$ cat src/rtl/tcf_pkg.sv
// ----------------------------------------------------------------------------
// Track confirmation package
// Shared types, register indexes, reset values and state codes for the
// per-frame track manager.
// ----------------------------------------------------------------------------
package tcf_pkg;

    localparam int COUNT_BITS_DEFAULT = 10;
    localparam int CFG_W              = 10;
    localparam int CFG_INDEX_W        = 3;
    localparam int SWITCH_MISS_LIMIT  = 200;
    localparam int STATE_CODE_W       = 3;

    localparam logic [CFG_INDEX_W-1:0] CFG_CONFIRM_HITS           = 3'd0;
    localparam logic [CFG_INDEX_W-1:0] CFG_LOSS_LIMIT             = 3'd1;
    localparam logic [CFG_INDEX_W-1:0] CFG_SPECIAL_LOSS_LIMIT     = 3'd2;
    localparam logic [CFG_INDEX_W-1:0] CFG_SPECIAL_CONFIRM_HITS   = 3'd3;
    localparam logic [CFG_INDEX_W-1:0] CFG_SPECIAL_MISS_TOLERANCE = 3'd4;
    localparam logic [CFG_INDEX_W-1:0] CFG_TOLERANT_MODE          = 3'd5;

    localparam logic [CFG_W-1:0] RST_CONFIRM_HITS           = 10'd3;
    localparam logic [CFG_W-1:0] RST_LOSS_LIMIT             = 10'd15;
    localparam logic [CFG_W-1:0] RST_SPECIAL_LOSS_LIMIT     = 10'd75;
    localparam logic [CFG_W-1:0] RST_SPECIAL_CONFIRM_HITS   = 10'd3;
    localparam logic [CFG_W-1:0] RST_SPECIAL_MISS_TOLERANCE = 10'd8;

    localparam logic [STATE_CODE_W-1:0] CODE_LOST      = 3'd0;
    localparam logic [STATE_CODE_W-1:0] CODE_DETECTING = 3'd1;
    localparam logic [STATE_CODE_W-1:0] CODE_TRACKING  = 3'd2;
    localparam logic [STATE_CODE_W-1:0] CODE_COASTING  = 3'd3;
    localparam logic [STATE_CODE_W-1:0] CODE_SWITCHING = 3'd4;

    typedef enum logic [4:0] {
        MODE_LOST      = 5'b00001,
        MODE_DETECTING = 5'b00010,
        MODE_TRACKING  = 5'b00100,
        MODE_COASTING  = 5'b01000,
        MODE_SWITCHING = 5'b10000
    } t_mode;

    typedef struct packed {
        logic [CFG_W-1:0] confirm_hits;
        logic [CFG_W-1:0] loss_limit;
        logic [CFG_W-1:0] special_loss_limit;
        logic [CFG_W-1:0] special_confirm_hits;
        logic [CFG_W-1:0] special_miss_tolerance;
        logic             tolerant_mode;
    } t_cfg;

    typedef struct packed {
        logic found;
        logic is_special;
        logic long_gap;
        logic request_switch;
        logic diverged;
        logic bad_converge;
    } t_frame;

    typedef struct packed {
        logic [STATE_CODE_W-1:0] track_state;
        logic                    target_valid;
    } t_result;

    function automatic logic [STATE_CODE_W-1:0] mode_code(input t_mode m);
        logic [STATE_CODE_W-1:0] c;
        case (m)
            MODE_DETECTING: c = CODE_DETECTING;
            MODE_TRACKING:  c = CODE_TRACKING;
            MODE_COASTING:  c = CODE_COASTING;
            MODE_SWITCHING: c = CODE_SWITCHING;
            default:        c = CODE_LOST;
        endcase
        return c;
    endfunction

endpackage

$ cat src/rtl/tcf_cfg_regs.sv
// ----------------------------------------------------------------------------
// Track confirmation configuration registers
// Holds the confirmation counts, loss limits, special miss tolerance and tolerant mode bit, written
// through the configuration channel.
// ----------------------------------------------------------------------------
module tcf_cfg_regs
    import tcf_pkg::*;
(
    input  logic                   i_clk,
    input  logic                   i_rst_n,
    input  logic                   i_cfg_valid,
    input  logic [CFG_INDEX_W-1:0] i_cfg_index,
    input  logic [CFG_W-1:0]       i_cfg_data,
    output t_cfg                   o_cfg
);

    t_cfg r_cfg;

    always_ff @(posedge i_clk) begin
        if (!i_rst_n) begin
            r_cfg.confirm_hits           <= RST_CONFIRM_HITS;
            r_cfg.loss_limit             <= RST_LOSS_LIMIT;
            r_cfg.special_loss_limit     <= RST_SPECIAL_LOSS_LIMIT;
            r_cfg.special_confirm_hits   <= RST_SPECIAL_CONFIRM_HITS;
            r_cfg.special_miss_tolerance <= RST_SPECIAL_MISS_TOLERANCE;
            r_cfg.tolerant_mode          <= 1'b0;
        end else if (i_cfg_valid) begin
            case (i_cfg_index)
                CFG_CONFIRM_HITS:           r_cfg.confirm_hits           <= i_cfg_data;
                CFG_LOSS_LIMIT:             r_cfg.loss_limit             <= i_cfg_data;
                CFG_SPECIAL_LOSS_LIMIT:     r_cfg.special_loss_limit     <= i_cfg_data;
                CFG_SPECIAL_CONFIRM_HITS:   r_cfg.special_confirm_hits   <= i_cfg_data;
                CFG_SPECIAL_MISS_TOLERANCE: r_cfg.special_miss_tolerance <= i_cfg_data;
                CFG_TOLERANT_MODE:          r_cfg.tolerant_mode          <= i_cfg_data[0];
                default: begin
                end
            endcase
        end
    end

    assign o_cfg = r_cfg;

endmodule

$ cat src/rtl/tcf_tracker.sv
// ----------------------------------------------------------------------------
// Track confirmation state tracker
// Holds the track mode and its counters and computes one frame's update
// combinationally; the new state is registered on each step.
// ----------------------------------------------------------------------------
module tcf_tracker
    import tcf_pkg::*;
#(
    parameter int COUNT_BITS = COUNT_BITS_DEFAULT
) (
    input  logic    i_clk,
    input  logic    i_rst_n,
    input  logic    i_step,
    input  t_frame  i_frame,
    input  t_cfg    i_cfg,
    output t_result o_result
);

    localparam int CMP_W = (COUNT_BITS > CFG_W) ? COUNT_BITS : CFG_W;

    t_mode                 r_mode;
    t_mode                 n_mode;
    t_mode                 mid_mode;
    logic [COUNT_BITS-1:0] r_hit;
    logic [COUNT_BITS-1:0] n_hit;
    logic [COUNT_BITS-1:0] r_miss_det;
    logic [COUNT_BITS-1:0] n_miss_det;
    logic [COUNT_BITS-1:0] r_miss;
    logic [COUNT_BITS-1:0] n_miss;
    logic                  hit;
    logic [CFG_W-1:0]      need;
    logic [CFG_W-1:0]      lim;

    function automatic logic [COUNT_BITS-1:0] sat_inc(input logic [COUNT_BITS-1:0] v);
        return (&v) ? v : COUNT_BITS'(v + 1'b1);
    endfunction

    always_comb begin
        n_hit      = r_hit;
        n_miss_det = r_miss_det;
        n_miss     = r_miss;
        hit        = i_frame.found;
        need       = i_cfg.confirm_hits;
        lim        = i_frame.is_special ? i_cfg.special_loss_limit : i_cfg.loss_limit;

        mid_mode = i_frame.long_gap ? MODE_LOST : r_mode;
        if (i_frame.request_switch && mid_mode == MODE_TRACKING) begin
            mid_mode = MODE_SWITCHING;
            hit      = 1'b0;
        end

        n_mode = mid_mode;
        case (mid_mode)
            MODE_LOST: begin
                if (hit) begin
                    n_mode     = MODE_DETECTING;
                    n_hit      = COUNT_BITS'(1);
                    n_miss_det = '0;
                end
            end
            MODE_DETECTING: begin
                if (hit) begin
                    n_hit = sat_inc(r_hit);
                    if (i_cfg.tolerant_mode) begin
                        n_miss_det = '0;
                        if (i_frame.is_special) begin
                            need = i_cfg.special_confirm_hits;
                        end
                    end
                    if (CMP_W'(n_hit) >= CMP_W'(need)) begin
                        n_mode = MODE_TRACKING;
                    end
                end else if (i_cfg.tolerant_mode && i_frame.is_special) begin
                    n_miss_det = sat_inc(r_miss_det);
                    if (CMP_W'(n_miss_det) > CMP_W'(i_cfg.special_miss_tolerance)) begin
                        n_hit      = '0;
                        n_miss_det = '0;
                        n_mode     = MODE_LOST;
                    end
                end else begin
                    n_hit  = '0;
                    n_mode = MODE_LOST;
                end
            end
            MODE_TRACKING: begin
                if (!hit) begin
                    n_miss = COUNT_BITS'(1);
                    n_mode = MODE_COASTING;
                end
            end
            MODE_SWITCHING: begin
                if (hit) begin
                    n_mode = MODE_DETECTING;
                end else begin
                    n_miss = sat_inc(r_miss);
                    if (CMP_W'(n_miss) > CMP_W'(SWITCH_MISS_LIMIT)) begin
                        n_mode = MODE_LOST;
                    end
                end
            end
            MODE_COASTING: begin
                if (hit) begin
                    n_mode = MODE_TRACKING;
                    n_miss = '0;
                end else begin
                    n_miss = sat_inc(r_miss);
                    if (CMP_W'(n_miss) > CMP_W'(lim)) begin
                        n_mode = MODE_LOST;
                    end
                end
            end
            default: begin
                n_mode = MODE_LOST;
            end
        endcase

        if (i_frame.diverged) begin
            n_mode = MODE_LOST;
        end
        if (i_frame.bad_converge && n_mode == MODE_TRACKING) begin
            n_mode = MODE_LOST;
        end
    end

    always_ff @(posedge i_clk) begin
        if (!i_rst_n) begin
            r_mode     <= MODE_LOST;
            r_hit      <= '0;
            r_miss_det <= '0;
            r_miss     <= '0;
        end else if (i_step) begin
            r_mode     <= n_mode;
            r_hit      <= n_hit;
            r_miss_det <= n_miss_det;
            r_miss     <= n_miss;
        end
    end

    assign o_result.track_state  = mode_code(n_mode);
    assign o_result.target_valid = (n_mode != MODE_LOST);

endmodule

$ cat src/rtl/track_confirmation_fsm_core.sv
// ----------------------------------------------------------------------------
// Track confirmation state machine
// Per-frame track manager with lost, detecting, tracking, coasting and
// switching states and configurable confirmation and loss limits.
// ----------------------------------------------------------------------------
// Each request on the slave stream carries one frame's outcome flags and
// produces exactly one result on the master stream with the new track
// state and a target valid flag. A request is registered on acceptance,
// evaluated against the stored track state, and the result is registered,
// so the result is offered on the master side from the result register.
// One request is taken per cycle while the receiver does not stall; the
// state update is combinational and sees the previous frame's state before
// the next.
// When the receiver stalls, the result register holds its item and one
// more request can still be taken into the input register; further
// requests are held off until the result is taken.
// The configuration channel is always ready and should only be written
// while no request is in flight. Reset clears the state to lost, all
// counters to zero and the configuration registers to their default values.
// ----------------------------------------------------------------------------
module track_confirmation_fsm_core
    import tcf_pkg::*;
#(
    parameter int COUNT_BITS = COUNT_BITS_DEFAULT
) (
    input  logic                   i_clk,
    input  logic                   i_rst_n,
    // Bits from 0: found, is_special, long_gap, request_switch, diverged,
    // bad_converge, two unused bits.
    input  logic [7:0]             i_s_axis_tdata,
    input  logic                   i_s_axis_tvalid,
    output logic                   o_s_axis_tready,
    // Bits from 0: track_state (3), target_valid (1), four zero bits.
    output logic [7:0]             o_m_axis_tdata,
    output logic                   o_m_axis_tvalid,
    input  logic                   i_m_axis_tready,
    input  logic                   i_cfg_valid,
    output logic                   o_cfg_ready,
    input  logic [CFG_INDEX_W-1:0] i_cfg_index,
    input  logic [CFG_W-1:0]       i_cfg_data
);

    t_cfg    cfg;
    t_result result;
    t_frame  r_frame;
    t_result r_result;
    logic    r_in_valid;
    logic    r_out_valid;
    logic    advance;
    logic    step;

    assign advance         = !r_out_valid || i_m_axis_tready;
    assign step            = r_in_valid && advance;
    assign o_s_axis_tready = !r_in_valid || advance;
    assign o_cfg_ready     = 1'b1;

    tcf_cfg_regs u_cfg_regs (
        .i_clk       (i_clk),
        .i_rst_n     (i_rst_n),
        .i_cfg_valid (i_cfg_valid),
        .i_cfg_index (i_cfg_index),
        .i_cfg_data  (i_cfg_data),
        .o_cfg       (cfg)
    );

    tcf_tracker #(
        .COUNT_BITS (COUNT_BITS)
    ) u_tracker (
        .i_clk    (i_clk),
        .i_rst_n  (i_rst_n),
        .i_step   (step),
        .i_frame  (r_frame),
        .i_cfg    (cfg),
        .o_result (result)
    );

    always_ff @(posedge i_clk) begin
        if (!i_rst_n) begin
            r_in_valid  <= 1'b0;
            r_out_valid <= 1'b0;
        end else begin
            if (o_s_axis_tready) begin
                r_in_valid <= i_s_axis_tvalid;
            end
            if (advance) begin
                r_out_valid <= r_in_valid;
            end
        end
    end

    always_ff @(posedge i_clk) begin
        if (i_s_axis_tvalid && o_s_axis_tready) begin
            r_frame.found          <= i_s_axis_tdata[0];
            r_frame.is_special     <= i_s_axis_tdata[1];
            r_frame.long_gap       <= i_s_axis_tdata[2];
            r_frame.request_switch <= i_s_axis_tdata[3];
            r_frame.diverged       <= i_s_axis_tdata[4];
            r_frame.bad_converge   <= i_s_axis_tdata[5];
        end
        if (step) begin
            r_result <= result;
        end
    end

    assign o_m_axis_tvalid = r_out_valid;
    assign o_m_axis_tdata  = {4'b0000, r_result.target_valid, r_result.track_state};

endmodule
$ cat config.mk
export PLATFORM = sky130hd
export DESIGN_NAME = track_confirmation_fsm_core
export DESIGN_NICKNAME = d
export VERILOG_FILES = /design/src/rtl/tcf_pkg.sv /design/src/rtl/tcf_cfg_regs.sv /design/src/rtl/tcf_tracker.sv /design/src/rtl/track_confirmation_fsm_core.sv
export SDC_FILE = /design/constraint.sdc
export NUM_CORES = 1
export LEC_CHECK = 0
export BUFFER_PORTS_ARGS = -buffer_cell sky130_fd_sc_hd__buf_2
export CORE_AREA = 4 4 126 128
export CTS_BUF_LIST = sky130_fd_sc_hd__clkbuf_16
export DETAILED_ROUTE_END_ITERATION = 10
export DIE_AREA = 0 0 130 132
export SYNTH_ARGS = -nofsm -noshare
export SYNTH_HDL_FRONTEND = slang
export SYNTH_SLANG_ARGS = --single-unit
$ cat constraint.sdc
create_clock -name i_clk -period 6.54 [get_ports i_clk]
set_input_delay 0.981 -clock i_clk [delete_from_list [all_inputs] [get_ports i_clk]]
set_output_delay 0.981 -clock i_clk [all_outputs]
set_load 0.02 [all_outputs]
# Yosys cells after proc, flatten, opt, wreduce, memory -nomap -nowiden
# Index checks and enable logic that the tools add are counted.
# word_totals
reg_bits	98
latch_bits	0
mem_bits_rw	0
romBits	0
out_inout_bits	11
word_cells	114
memories	0
# op_classes
add_sub_neg	3
multipliers	0
div	0
order_cmp	4
n_eq_ne	23
shift	0
n_mux	40
bitwise	0
n_reduce_logical	24
# op_table
operator	count
$mux W10	20
$mux W5	14
$pmux W10 S2	2
$add A10 B1 Y10 const B	3
$pmux W10 S3	1
$reduce_and A10 Y1	3
$pmux W5 S5	1
$eq A5 B3 Y1 const B	4
$gt A10 B10 Y1	2
$pmux W3 S4	1
$reduce_and A2 Y1	6
$eq A5 B2 Y1 const B	2
$eq A5 B4 Y1 const B	2
$eq A5 B5 Y1 const B	2
$ge A10 B10 Y1	1
$gt A10 B8 Y1 const B	1
$reduce_and A4 Y1	2
$eq A3 B2 Y1 const B	2
$eq A3 B3 Y1 const B	2
$eq A5 B1 Y1 const B	1
$logic_and A1 B1 Y1	5
$ne A5 B1 Y1 const B	1
$reduce_and A5 Y1	1
$ne A2 B2 Y1 const B	2
other kinds (11)	13

# Longest topological paths before layout
# depth
ltp_word	16
depth_mapped	16

# Cells and area by module
# A second synthesis with hierarchy kept.
# unflattened
hier_cells	674
hier_area_um2	5963.2
# by_module_without_submodules
mod	instances	cells_each	area_each_um2	seq_area_each_um2
tcf_tracker	1	459	3547.2	700.7
tcf_cfg_regs	1	189	1966.9	1021.0
track_confirmation_fsm_core	1	26	449.2	340.3

# Least setup slack after synthesis
# Ideal clock, no wire load.
# synth_timing
path_type	reg2reg
startpoint	reg u_tracker.r_miss_det[0]
endpoint	reg u_tracker.r_hit[4]
setup_time_ps	70
t_arrival_ps	3324
path_slack_ps	3146
stages_incl_launch_ff	16
period_less_slack_ps	3394
cell_sequence	dfxtp_1 ha_1 nand2_1 nor2_1 nand3_1 nor3b_1 xor2_1 ha_1 and4_1 nand4_1 o211ai_1 and4b_4 or2_1 buf_6 or4_1 a21boi_1
# synth_between
elab_chain_len	5
elab_cells_between_ends	6
classes_between	1 x add/sub; 1 x order compare; 1 x eq/ne; 1 x mux; 2 x reduce/logical
# synth_rtl
element	line	source
from (decl)	tcf_tracker.sv:26	logic [COUNT_BITS-1:0] r_miss_det;
from (signal assigned)	tcf_tracker.sv:134	r_miss_det <= n_miss_det;
$add A10 B1 Y10 or $reduce_and A10 Y1 (tied branches)	tcf_tracker.sv:35	return (&v) ? v : COUNT_BITS'(v + 1'b1);
$mux W10 (*)	tcf_tracker.sv:35	
$gt A10 B10 Y1 (*)	tcf_tracker.sv:75	if (CMP_W'(n_miss_det) > CMP_W'(i_cfg.special_miss_tolerance)) begin
$ne A4 B3 Y1 (no source line) (*)	n/a	
$reduce_and A4 Y1 (no source line) (*)	n/a	
to (signal assigned)	tcf_tracker.sv:133	r_hit <= n_hit;
to (decl)	tcf_tracker.sv:24	logic [COUNT_BITS-1:0] r_hit;
# Mark *: on every way between the ends. The rest lies on a longest branch, timed or not.
# A chain may end at the register's enable or synchronous reset.

# Worst setup path after layout
# layout_timing
startpoint	reg u_tracker.r_miss_det[0]
endpoint	reg u_tracker.r_hit[2]
# Same word-level chain as after synthesis.

==> flow_metrics.env <==
export IMPL_cts_resized=0
export IMPL_dieHeight_um=132
export IMPL_grt_pass1_wl_mm=23.6
export IMPL_yosys_area_top_type="dfxtp_1"
export IMPL_cts_hold_fix_buffers=0
export IMPL_drive_above_1_share=0.0843
export IMPL_grt_max_degree=90
export IMPL_wl_per_cell_um=15.7
export IMPL_routed_wl_mm=14.4
export IMPL_maxCapViolCount=0
export IMPL_cp_arrival_ns=4.34
export IMPL_crit_chain="ha_1 -> nand2_1 -> nor2_1 -> nand3_1 -> nor3b_1 -> xor2_1 -> ha_1 -> and4_1 -> a31o_1 -> o211ai_1 -> and4b_4 -> or2_1 -> nor2_1 -> o221a_1"
export IMPL_clock_path_buffers=2
export IMPL_setup_slack_ns=2.44
export IMPL_finalWorstPathRequiredPeriod_ns=4.10
export IMPL_rsz0062_at_grt="no"
export IMPL_setup_violations=0
export IMPL_io_pins=37
export IMPL_coreArea_um2=14900
export IMPL_postCtsSetupRepairBufs=0
export IMPL_track_usage=0.172
export IMPL_fin_skew_ns=0.00779
export IMPL_gp_congestion=0.825
export IMPL_synth_avg_cell_area_um2=8.26
export IMPL_first_pass_iters=5
export IMPL_viasPerCell=5.45
export IMPL_synthCells=708
export IMPL_yosysWarnings=0
export IMPL_synthesis_area_um2=5850
export IMPL_antenna_cells=0
export IMPL_layout_common_cells="nand2_1, dfxtp_1, nand3_1"
export IMPL_utilization=0.428
export IMPL_crit_path_max_fanout=18
export IMPL_grt_overflow=0
export IMPL_die_w_um=130
export IMPL_hold_viol_final=0
export IMPL_ant_nets=0
export IMPL_required_ns=6.78
export IMPL_grt_pass1_vias=4623
export IMPL_vias=4971
export IMPL_worst_pin_slew_ns=1.28
export IMPL_relSlewSlack=0.141
export IMPL_synth_top_cell_area_share=0.301
export IMPL_cts_clk_slew_worst_paths_ns=0.07
export IMPL_cts_root_buf="clkbuf_16"
export IMPL_max_stage_delay_ns=0.47
export IMPL_leakagePower_nw=2.40
export IMPL_synth_edf_count=10
export IMPL_initial_core_util=0.393
export IMPL_rows=45
export IMPL_drv_slew=0
export IMPL_clk_latency_ns=0.36
export IMPL_path_buf_inv=0
export IMPL_async_flop_share=0
export IMPL_powerDensity_nw_per_um2=195
export IMPL_tritoncts="done"
export IMPL_io_buffers=29
export IMPL_ys_seq_area_frac=0.353
export IMPL_area_delta_synth_final_pct=8.86
export IMPL_cts_buffers=9
export IMPL_route_detailed_drc=0
export IMPL_fin_crit_sh=0.627
export IMPL_critPathSlowestCell="or2_1"
export IMPL_r2r_slack_ns=2.44
export IMPL_mostFrequentLayoutCell="nand2_1"
export IMPL_synthFlopType="dfxtp_1"
export IMPL_grt_antenna_before_repair=0
export IMPL_synth_distinct_cells=71
export IMPL_critPathLaunchType="register"
export IMPL_ys_seq_elements=98
export IMPL_p_total_w=0.00124
export IMPL_nNetsFinal=779
export IMPL_critPathKind="reg2reg"
export IMPL_hp_class="reg2reg"
export IMPL_cts_sinks=98
export IMPL_htree_levels=3
export IMPL_tns_ns=0
export IMPL_dp_slack_ns=2.46
export IMPL_dr_first_iter_drc_count=309
export IMPL_peakVddDrop_v=0.000125
export IMPL_dp_hpwl_mm=10.4
export IMPL_cpLargestDelayFamily="simple AND/OR/NAND/NOR gates"
export IMPL_status="finished, final reports clean"
export IMPL_fmax_mhz=244
export IMPL_yosys_top_cells_area="dfxtp_1, nand2_1, ha_1, edfxtp_1, a21boi_0"
export IMPL_die_area_um2=17200
export IMPL_end_kind="register"
## synth_stat cells (7+ instances only)
library cell	count
o21ai_0	9
a22oi_1	7
nand4_1	8
nor3_1	12
nand2b_1	9
o21a_1	8
edfxtp_1	10
a21boi_0	37
dfxtp_1	88
and4_1	7
o21ai_1	9
mux2i_1	19
nor2_1	34
xnor2_1	8
inv_1	21
nor2b_1	15
nand3_1	41
a21oi_1	18
or3b_1	8
and3_1	11
nand2_1	159
a21boi_1	22
clkbuf_1	17
ha_1	33
## cells by family after synthesis
group | after synthesis | share of synthesized area
AOI/OAI and AO/OA | 155 | 0.196
xor gates and xnor gates | 14 | 0.0210
adders and majority gates | 33 | 0.0706
buffers and inverters | 53 | 0.0424
DFF | 98 | 0.353
muxes | 23 | 0.0402
other | 2 | 0.00128
and+or+nand+nor | 330 | 0.275
## final timing paths
path                            depth (start not counted)                                 start                                end
worst max-delay path                                   14  u_tracker.r_miss_det[0]$_SDFFE_PN0P_    u_tracker.r_hit[2]$_SDFFE_PN0P_
worst max register to register                         14  u_tracker.r_miss_det[0]$_SDFFE_PN0P_    u_tracker.r_hit[2]$_SDFFE_PN0P_
worst min register to register                          2     u_cfg_regs.o_cfg[19]$_SDFFE_PN0P_  u_cfg_regs.o_cfg[19]$_SDFFE_PN0P_
worst min-delay path                                    2     u_cfg_regs.o_cfg[19]$_SDFFE_PN0P_  u_cfg_regs.o_cfg[19]$_SDFFE_PN0P_
## final cells by class
class,count,area [um2]
Clock buffer,10,250
Clock inverter,5,37.5
Fill cell,1494,8500
Inverter,21,78.8
Multi-Input combinational cell,560,3550
Sequential cell,98,2060
Tap cell,188,235
Timing Repair Buffer,30,153
## routing by layer
| layer | up-vias | wire, um | GRT usage |
|---|---|---|---|
| li1 | 2532 | - | - |
| met1 | 2343 | 6930 | 0.240 |
| met2 | 77 | 6720 | 0.270 |
| met3 | 19 | 406 | 0.0247 |
| met4 | 0 | 309 | 0.0618 |
| met5 | - | 0 | 0 |
## worst reg2reg max path, stage by stage (launching register included)
cell,delay (ns)
dfxtp_1,0.41
ha_1,0.25
nand2_1,0.07
nor2_1,0.26
nand3_1,0.33
nor3b_1,0.26
xor2_1,0.22
ha_1,0.28
and4_1,0.23
a31o_1,0.22
o211ai_1,0.32
and4b_4,0.34
or2_1,0.47
nor2_1,0.10
o221a_1,0.24
## power by group
| part | switching, W | total [W] | internal [W] | leakage (nW) |
|---|---|---|---|---|
| clock network | 0.000244 | 0.000525 | 0.000281 | 0.142 |
| logic | 0.0000548 | 0.0000873 | 0.0000325 | 1.45 |
| registers | 0.0000106 | 0.000630 | 0.000619 | 0.809 |
| total | 0.000309 | 0.00124 | 0.000933 | 2.40 |
## per-stage QoR
step | hold slack [ns] | instances | instance area, um2
2_1_floorplan | 0.435 | 711 | 5860
3_3_place_gp | 0.446 | 897 | 6080
3_5_place_dp | 0.454 | 897 | 6080
4_1_cts | 0.468 | 912 | 6360
5_1_grt | 0.487 | 912 | 6360
6_report | 0.465 | 912 | 6360
## flip-flops by register name (all words and copies together) (netlist names)
register / cells
r_frame: 6
o_m_axis_tdata: 4
r_in_valid: 1
u_tracker.r_miss: 10
u_tracker.r_mode: 5
u_tracker.r_hit: 10
u_tracker.r_miss_det: 10
u_cfg_regs.o_cfg: 51
o_m_axis_tvalid: 1
No activity file was read; power rests on OpenSTA's default activity.
